### src/rtl/ptt_pkg.sv
`timescale 1ns / 1ps
package ptt_pkg;

  localparam int unsigned SLOTS_DEF = 16;
  // Widest slot index over the supported range (up to 256 slots).
  localparam int unsigned IDX_MAX_W = 8;
  localparam logic [31:0] WAIT_EMPTY_MS = 32'd3600000;

  typedef enum logic [2:0] {
    REQ_SET     = 3'd0,
    REQ_KILL    = 3'd1,
    REQ_KILLALL = 3'd2,
    REQ_TICK    = 3'd3,
    REQ_POLL    = 3'd4,
    REQ_WAIT    = 3'd5
  } ptt_req_t;

  typedef enum logic [1:0] {
    ST_IDLE,
    ST_SCAN,
    ST_DRAIN,
    ST_FINISH
  } ptt_state_t;

  typedef struct packed {
    logic [2:0]  req_type;
    logic [31:0] timer_id;
    logic [31:0] period_ms;
    logic [15:0] elapsed_ms;
  } ptt_in_t;

  typedef struct packed {
    logic        status;
    logic        expired;
    logic [31:0] expired_id;
    logic [31:0] wait_ms;
    logic        was_empty;
  } ptt_out_t;

  // One table entry as held in the slot memory.
  typedef struct packed {
    logic [31:0] key;
    logic [31:0] period;
    logic [63:0] deadline;
  } ptt_entry_t;

  // Scan summary handed from the scan unit to the control.
  typedef struct packed {
    logic                 have_best;
    logic [IDX_MAX_W-1:0] best_idx;
    ptt_entry_t           best;
    logic                 match_found;
    logic [IDX_MAX_W-1:0] match_idx;
    logic                 free_found;
    logic [IDX_MAX_W-1:0] free_idx;
  } ptt_scan_t;

endpackage

### src/rtl/ptt_ram.sv
`timescale 1ns / 1ps
module ptt_ram #(
  parameter int unsigned WIDTH = 8,
  parameter int unsigned DEPTH = 16,
  localparam int unsigned AW = (DEPTH > 1) ? $clog2(DEPTH) : 1
) (
  input  logic             clk,
  input  logic             we,
  input  logic [AW-1:0]    addr,
  input  logic [WIDTH-1:0] wdata,
  output logic [WIDTH-1:0] rdata
);

  logic [WIDTH-1:0] mem [DEPTH];
  logic [WIDTH-1:0] rdata_r;

  always_ff @(posedge clk) begin
    if (we) begin
      mem[addr] <= wdata;
    end
    rdata_r <= mem[addr];
  end

  assign rdata = rdata_r;

endmodule

### src/rtl/ptt_scan.sv
`timescale 1ns / 1ps
module ptt_scan import ptt_pkg::*; #(
  parameter int unsigned SLOTS = SLOTS_DEF,
  localparam int unsigned IW = (SLOTS > 1) ? $clog2(SLOTS) : 1
) (
  input  logic        clk,
  input  logic        rst_n,
  input  logic        clear,
  input  logic        rd_vld,
  input  logic [IW-1:0] rd_idx,
  input  logic        rd_used,
  input  ptt_entry_t  rd_entry,
  input  logic [31:0] match_id,
  output ptt_scan_t   scan
);

  logic          have_r, have_nxt;
  logic [IW-1:0] best_idx_r, best_idx_nxt;
  ptt_entry_t    best_r, best_nxt;
  logic          match_r, match_nxt;
  logic [IW-1:0] match_idx_r, match_idx_nxt;
  logic          free_r, free_nxt;
  logic [IW-1:0] free_idx_r, free_idx_nxt;
  logic          better, hit;

  // Earlier deadline wins, equal deadlines go to the lower key.
  assign better = !have_r || (rd_entry.deadline < best_r.deadline) ||
                  ((rd_entry.deadline == best_r.deadline) && (rd_entry.key < best_r.key));
  assign hit = rd_used && (rd_entry.key == match_id) && !match_r;

  always_comb begin
    have_nxt      = have_r;
    best_idx_nxt  = best_idx_r;
    best_nxt      = best_r;
    match_nxt     = match_r;
    match_idx_nxt = match_idx_r;
    free_nxt      = free_r;
    free_idx_nxt  = free_idx_r;
    if (clear) begin
      have_nxt  = 1'b0;
      match_nxt = 1'b0;
      free_nxt  = 1'b0;
    end else if (rd_vld) begin
      if (rd_used && better) begin
        have_nxt     = 1'b1;
        best_idx_nxt = rd_idx;
        best_nxt     = rd_entry;
      end
      if (hit) begin
        match_nxt     = 1'b1;
        match_idx_nxt = rd_idx;
      end
      // A matching slot is freed before a set looks for room.
      if (!free_r && (!rd_used || hit)) begin
        free_nxt     = 1'b1;
        free_idx_nxt = rd_idx;
      end
    end
  end

  always_ff @(posedge clk) begin
    if (!rst_n) begin
      have_r  <= 1'b0;
      match_r <= 1'b0;
      free_r  <= 1'b0;
    end else begin
      have_r  <= have_nxt;
      match_r <= match_nxt;
      free_r  <= free_nxt;
    end
    best_idx_r  <= best_idx_nxt;
    best_r      <= best_nxt;
    match_idx_r <= match_idx_nxt;
    free_idx_r  <= free_idx_nxt;
  end

  always_comb begin
    scan             = '0;
    scan.have_best   = have_r;
    scan.best_idx    = IDX_MAX_W'(best_idx_r);
    scan.best        = best_r;
    scan.match_found = match_r;
    scan.match_idx   = IDX_MAX_W'(match_idx_r);
    scan.free_found  = free_r;
    scan.free_idx    = IDX_MAX_W'(free_idx_r);
  end

endmodule

### src/rtl/periodic_timer_table_unit.sv
`timescale 1ns / 1ps
// Periodic timer table: up to SLOTS periodic timers keyed by a 32-bit id, with a
// 64-bit millisecond clock advanced by tick words. A word is taken when start is
// high and busy is low; exactly one result word follows, shown on out_word for a
// single cycle with out_valid high, and the receiver must take it then. Every
// word waits until the last one is through: the slot memory has a single port,
// so each word reads all SLOTS entries one per cycle, then a drain step empties
// the read pipe and a finish step applies the update and writes back at most one
// entry. Reset clears the table at once (valid bits in flip-flops), so no sweep
// is needed and the block is ready right after reset.
module periodic_timer_table_unit import ptt_pkg::*; #(
  parameter int unsigned SLOTS = SLOTS_DEF
) (
  input  logic     clk,
  input  logic     rst_n,
  input  logic     start,
  output logic     busy,
  input  ptt_in_t  in_word,
  output logic     out_valid,
  output ptt_out_t out_word
);

  localparam int unsigned IW = (SLOTS > 1) ? $clog2(SLOTS) : 1;
  localparam int unsigned CW = $clog2(SLOTS + 1);

  ptt_state_t state_r, state_nxt;
  logic [CW-1:0] cnt_r, cnt_nxt;
  ptt_in_t    req_r;
  logic [63:0] now_r, now_nxt;
  logic [SLOTS-1:0] used_r, used_nxt;

  // read pipe alongside the RAM's registered output
  logic          rd_vld_r;
  logic [IW-1:0] rd_idx_r;

  logic          accept;
  logic          ram_we;
  logic [IW-1:0] ram_addr;
  ptt_entry_t    ram_wdata, ram_rdata;
  ptt_scan_t     scan;

  logic          out_valid_r;
  ptt_out_t      out_word_r, res;

  logic [63:0] diff;
  logic        due;

  assign accept = start && !busy;
  assign busy   = (state_r != ST_IDLE);

  ptt_ram #(
    .WIDTH ($bits(ptt_entry_t)),
    .DEPTH (SLOTS)
  ) u_ram (
    .clk   (clk),
    .we    (ram_we),
    .addr  (ram_addr),
    .wdata (ram_wdata),
    .rdata (ram_rdata)
  );

  ptt_scan #(
    .SLOTS (SLOTS)
  ) u_scan (
    .clk      (clk),
    .rst_n    (rst_n),
    .clear    (accept),
    .rd_vld   (rd_vld_r),
    .rd_idx   (rd_idx_r),
    .rd_used  (used_r[rd_idx_r]),
    .rd_entry (ram_rdata),
    .match_id (req_r.timer_id),
    .scan     (scan)
  );

  // Wait to the earliest deadline, from the state before this word.
  assign diff = scan.best.deadline - now_r;
  assign due  = scan.have_best && (now_r >= scan.best.deadline);

  always_comb begin
    state_nxt = state_r;
    cnt_nxt   = cnt_r;
    now_nxt   = now_r;
    used_nxt  = used_r;
    ram_we    = 1'b0;
    ram_addr  = cnt_r[IW-1:0];
    ram_wdata = scan.best;
    res       = '0;

    res.was_empty = !scan.have_best;
    if (!scan.have_best) begin
      res.wait_ms = WAIT_EMPTY_MS;
    end else if (due && (now_r != scan.best.deadline)) begin
      res.wait_ms = '0;
    end else if (diff[63:32] != '0) begin
      res.wait_ms = '1;
    end else begin
      res.wait_ms = diff[31:0];
    end

    unique case (state_r)
      ST_IDLE: begin
        if (accept) begin
          state_nxt = ST_SCAN;
          cnt_nxt   = '0;
        end
      end
      ST_SCAN: begin
        cnt_nxt = cnt_r + CW'(1);
        if (cnt_r == CW'(SLOTS - 1)) begin
          state_nxt = ST_DRAIN;
        end
      end
      ST_DRAIN: begin
        state_nxt = ST_FINISH;
      end
      ST_FINISH: begin
        state_nxt = ST_IDLE;
        unique case (req_r.req_type)
          REQ_SET: begin
            if (!scan.free_found) begin
              res.status = 1'b1;
            end else begin
              if (scan.match_found) begin
                used_nxt[scan.match_idx[IW-1:0]] = 1'b0;
              end
              used_nxt[scan.free_idx[IW-1:0]] = 1'b1;
              ram_we             = 1'b1;
              ram_addr           = scan.free_idx[IW-1:0];
              ram_wdata.key      = req_r.timer_id;
              ram_wdata.period   = req_r.period_ms;
              ram_wdata.deadline = now_r + {32'b0, req_r.period_ms};
            end
          end
          REQ_KILL: begin
            if (scan.match_found) begin
              used_nxt[scan.match_idx[IW-1:0]] = 1'b0;
            end
          end
          REQ_KILLALL: begin
            used_nxt = '0;
          end
          REQ_TICK: begin
            now_nxt = now_r + {48'b0, req_r.elapsed_ms};
          end
          REQ_POLL: begin
            if (due) begin
              res.expired        = 1'b1;
              res.expired_id     = scan.best.key;
              ram_we             = 1'b1;
              ram_addr           = scan.best_idx[IW-1:0];
              ram_wdata.deadline = scan.best.deadline + {32'b0, scan.best.period};
            end
          end
          default: begin
            // wait query and unused codes only report
          end
        endcase
      end
      default: begin
        state_nxt = ST_IDLE;
      end
    endcase
  end

  always_ff @(posedge clk) begin
    if (!rst_n) begin
      state_r     <= ST_IDLE;
      now_r       <= '0;
      used_r      <= '0;
      rd_vld_r    <= 1'b0;
      out_valid_r <= 1'b0;
    end else begin
      state_r     <= state_nxt;
      now_r       <= now_nxt;
      used_r      <= used_nxt;
      rd_vld_r    <= (state_r == ST_SCAN);
      out_valid_r <= (state_r == ST_FINISH);
    end
    cnt_r    <= cnt_nxt;
    rd_idx_r <= cnt_r[IW-1:0];
    if (accept) begin
      req_r <= in_word;
    end
    if (state_r == ST_FINISH) begin
      out_word_r <= res;
    end
  end

  assign out_valid = out_valid_r;
  assign out_word  = out_word_r;

  // Checks on the sequencing and on result consistency.
  a_busy_after_accept: assert property (@(posedge clk) disable iff (!rst_n)
    accept |=> busy)
    else $error("busy not raised after accept");

  a_result_from_finish: assert property (@(posedge clk) disable iff (!rst_n)
    out_valid |-> ($past(state_r) == ST_FINISH))
    else $error("result strobe without finish step");

  a_expired_not_empty: assert property (@(posedge clk) disable iff (!rst_n)
    (out_valid && out_word.expired) |-> !out_word.was_empty)
    else $error("timer fired from an empty table");

  a_full_not_empty: assert property (@(posedge clk) disable iff (!rst_n)
    (out_valid && out_word.status) |-> !out_word.was_empty)
    else $error("set refused on an empty table");

endmodule
### config.mk
export PLATFORM = sky130hd
export DESIGN_NAME = periodic_timer_table_unit
export DESIGN_NICKNAME = d
export VERILOG_FILES = /design/src/rtl/ptt_pkg.sv /design/src/rtl/ptt_ram.sv /design/src/rtl/ptt_scan.sv /design/src/rtl/periodic_timer_table_unit.sv
export SDC_FILE = /design/constraint.sdc
export NUM_CORES = 2
export LEC_CHECK = 0
export BUFFER_PORTS_ARGS = -buffer_cell sky130_fd_sc_hd__buf_4
export CAP_MARGIN = 25
export CORE_MARGIN = 8
export CORE_UTILIZATION = 26
export CTS_BUF_LIST = sky130_fd_sc_hd__clkbuf_16
export CTS_CLUSTER_SIZE = 28
export DETAILED_ROUTE_END_ITERATION = 16
export GPL_TIMING_DRIVEN = 0
export PLACE_DENSITY_LB_ADDON = 0.05
export SYNTH_ARGS = -nofsm -noshare
export SYNTH_HDL_FRONTEND = slang
export SYNTH_HIERARCHICAL = 1
export SYNTH_SLANG_ARGS = --single-unit
### constraint.sdc
create_clock -name clk -period 29.1 [get_ports clk]
set_input_delay 2.91 -clock clk [delete_from_list [all_inputs] [get_ports clk]]
set_output_delay 2.91 -clock clk [all_outputs]
set_load 0.03 [all_outputs]
==> key figures <==
Placement
  • Dpl cell area: roughly 120000 um^2
  • Global placer's final weighted congestion: roughly 0.86
  • IO Port Bufs: ~150
  • Placed insts: between 10000 and 15000
  • DP Wirelength: 306000 um
  • Dpl ws: just over 20 ns

Floorplan
  • FP Rows: between 200 and 250
  • Die ar.: approximately 440000 um^2
  • Die W: approximately 660 um
  • # IOs: ~160
  • Initial Utilization: a little over a quarter
  • Die height: around 660 um
  • Core outline area: 413000 um^2

Clocking
  • # hold bufs at CTS: 0
  • CTS tree: built
  • Clock root buffer: clkbuf_16
  • Clock Tree Buf Depth: 4
  • TritonCTS Buffers: ~320
  • Reg clk slew, reported paths: about 0.060 ns
  • # clock sinks: 2562
  • Post-CTS Resized: 0
  • Post-CTS setup buffers: 0
  • Level count of the clock H-tree: 5
  • Clk Latency, worst-skew pair: around 0.93 ns

Logic synthesis
  • Net count after synthesis: 6881
  • Mapped Cells: ~6500
  • Syn_area_per_cell: 16.5 um^2
  • Mapped cell area: 108000 um^2
  • Warning count from the yosys run: 6

Global route
  • First-pass GRT wire length: 571000 um
  • Total grt overflow: 0
  • Vias in the first global route: 65900
  • Antenna violations before repair: 38
  • Largest net degree at the start of global routing: 41
  • Total track usage: 18.7%

Worst hold path
  • Endpoint, Worst Hold: u_scan/scan[86]$_DFFE_PP_
  • Worst Hold Class: reg -> reg
  • Min-delay src: u_ram/rdata[68]$_DFF_P_
  • WHS Path Cells: 0

Route
  • Vias/cell: 4.92
  • Routed vias: roughly 64000
  • Final wirelength: ~420000 um
  • First-pass detailed-route iteration total: 8
  • DR iter-0 viols: between 5000 and 6000
  • ANT nets after route: 0
  • DRC violations left: 0
  • DR WL/cell: about 32 um

Cells and area
  • Share of cells above drive strength 1: 20.9%
  • Area Growth Syn to Fin: 21.9%
  • Fin cells: between 10000 and 15000
  • Fillers: approximately 40000
  • Final instance area: roughly 130000 um^2
  • Nets: 7670

STA
  • Setup_tns: 0 ns
  • Slew @ Worst Pin: about 1.1 ns
  • Post-Route Skew: slightly below 0.09 ns
  • Fin. max-slew vios: 0
  • Final min period: 9.16 ns
  • Fmax: roughly 110 MHz
  • Final hold violations: 0
  • Unrepaired setup endpoints after global routing: no
  • Period Utilization, post-route: approximately a third
  • Max-slew headroom: between 20% and 30%
  • Final setup viols: 0
  • PnR worst setup slack: around 20 ns

Setup path
  • Critical Path RT: between 20 and 30 ns
  • Critical path arrival: around 9.7 ns
  • CP dominant cell by count: buf_8
  • Delay-heaviest family, CP: buffers and inverters
  • Slowest CP cell: a222oi_1
  • RR Startpoint: now_r[32]$_SDFFE_PN0P_
  • Reg2Reg Setup Slack: between 15 and 20 ns
  • Critical path type: reg -> reg
  • CP endpoint kind: flip-flop
  • R2r endpoint: u_ram/mem[0][63]$_DFFE_PP_
  • Reg2Reg Depth: 26
  • CP startpoint kind: flip-flop
  • Worst Path Buf+Inv: 13
  • Largest stage delay on the critical path: about 0.75 ns
  • Worst-path fanout max: 10

Power
  • Max VDD drop: 0.0544 mV
  • Static leakage: around 44 nW
  • Total power: about 11 mW
  • Power Density: ~83 nW/um^2

Job
  • Number of max-cap violations: 0

Status
  • Status: finished, final reports clean
## cell usage in the layout, fill, tap and decap left out, drive strengths merged, types with 182 or more instances in the layout
cell type	instances
inv	304
clkbuf	502
dfxtp	219
nand2	558
o21ai	188
ha	245
buf	607
nor2	182
a21oi	243
edfxtp	2343
mux4	517
a22oi	275
## layer usage
| layer | global-route usage [%] | wire length, um | part of all wire (%) |
|---|---|---|---|
| met5 | 0 | 0 | 0 |
| met4 | 4.68 | 10900 | 2.6 |
| met3 | 2.22 | 16900 | 4.0 |
| met2 | 30.9 | 198000 | 47 |
| met1 | 26.3 | 193000 | 46 |
## power by group
part	total [mW]	internal [mW]	switching [mW]
Combinational	2.67	1.06	1.60
Sequential	4.34	4.18	0.162
Clock	3.91	2.31	1.60
## flip-flops by register name, indices dropped and copies added (netlist names)
signal and cells:
u_ram/rdata 128, used_r 16, u_scan/best_idx_r 4, u_scan/match_r 1, out_valid 1, state_r 2
u_scan/scan 128, rd_vld_r 1, out_word 67, u_scan/match_idx_r 4, u_ram/mem 2048, now_r 64
u_scan/free_r 1, req_r 83, u_scan/have_r 1, rd_idx_r 4, cnt_r 5, u_scan/free_idx_r 4
## worst max-delay path by stage
stage                            startpoint                         end  depth (start not counted)
floorplan           state_r[0]$_SDFFE_PN0P_   u_ram/mem[0][0]$_DFFE_PP_                          8
global placement                      start  u_scan/scan[130]$_DFFE_PP_                          4
detailed placement   now_r[32]$_SDFFE_PN0P_  u_ram/mem[6][57]$_DFFE_PP_                         23
CTS                  now_r[32]$_SDFFE_PN0P_  u_ram/mem[6][58]$_DFFE_PP_                         23
global route         now_r[32]$_SDFFE_PN0P_  u_ram/mem[0][63]$_DFFE_PP_                         26
finish               now_r[32]$_SDFFE_PN0P_  u_ram/mem[0][63]$_DFFE_PP_                         26
## stage by stage
| step | hold WS [ns] | util, % |
|---|---|---|
| CTS | 0.385 | 31.8 |
| detailed placement | 0.389 | 29.3 |
| finish | 0.391 | 31.8 |
| global placement | 0.388 | 28.1 |
| floorplan | 0.386 | - |
| global route | 0.400 | 31.8 |
## area by class of cell
cell class | count | area, um^2 | area share [%]
clock inverters | 250 | 2200 | 1.67
repair buffers | 472 | 6220 | 4.73
clock buffers | 320 | 8010 | 6.09
multi-input cells | 3446 | 31100 | 23.7
well taps | 5474 | 6850 | 5.21
plain buffers | 317 | 1530 | 1.16
inverters | 221 | 830 | 0.631
diodes | 10 | 25.0 | 0.0190
flip-flops and latches | 2562 | 74700 | 56.8
(Power assumes the default switching activity.)
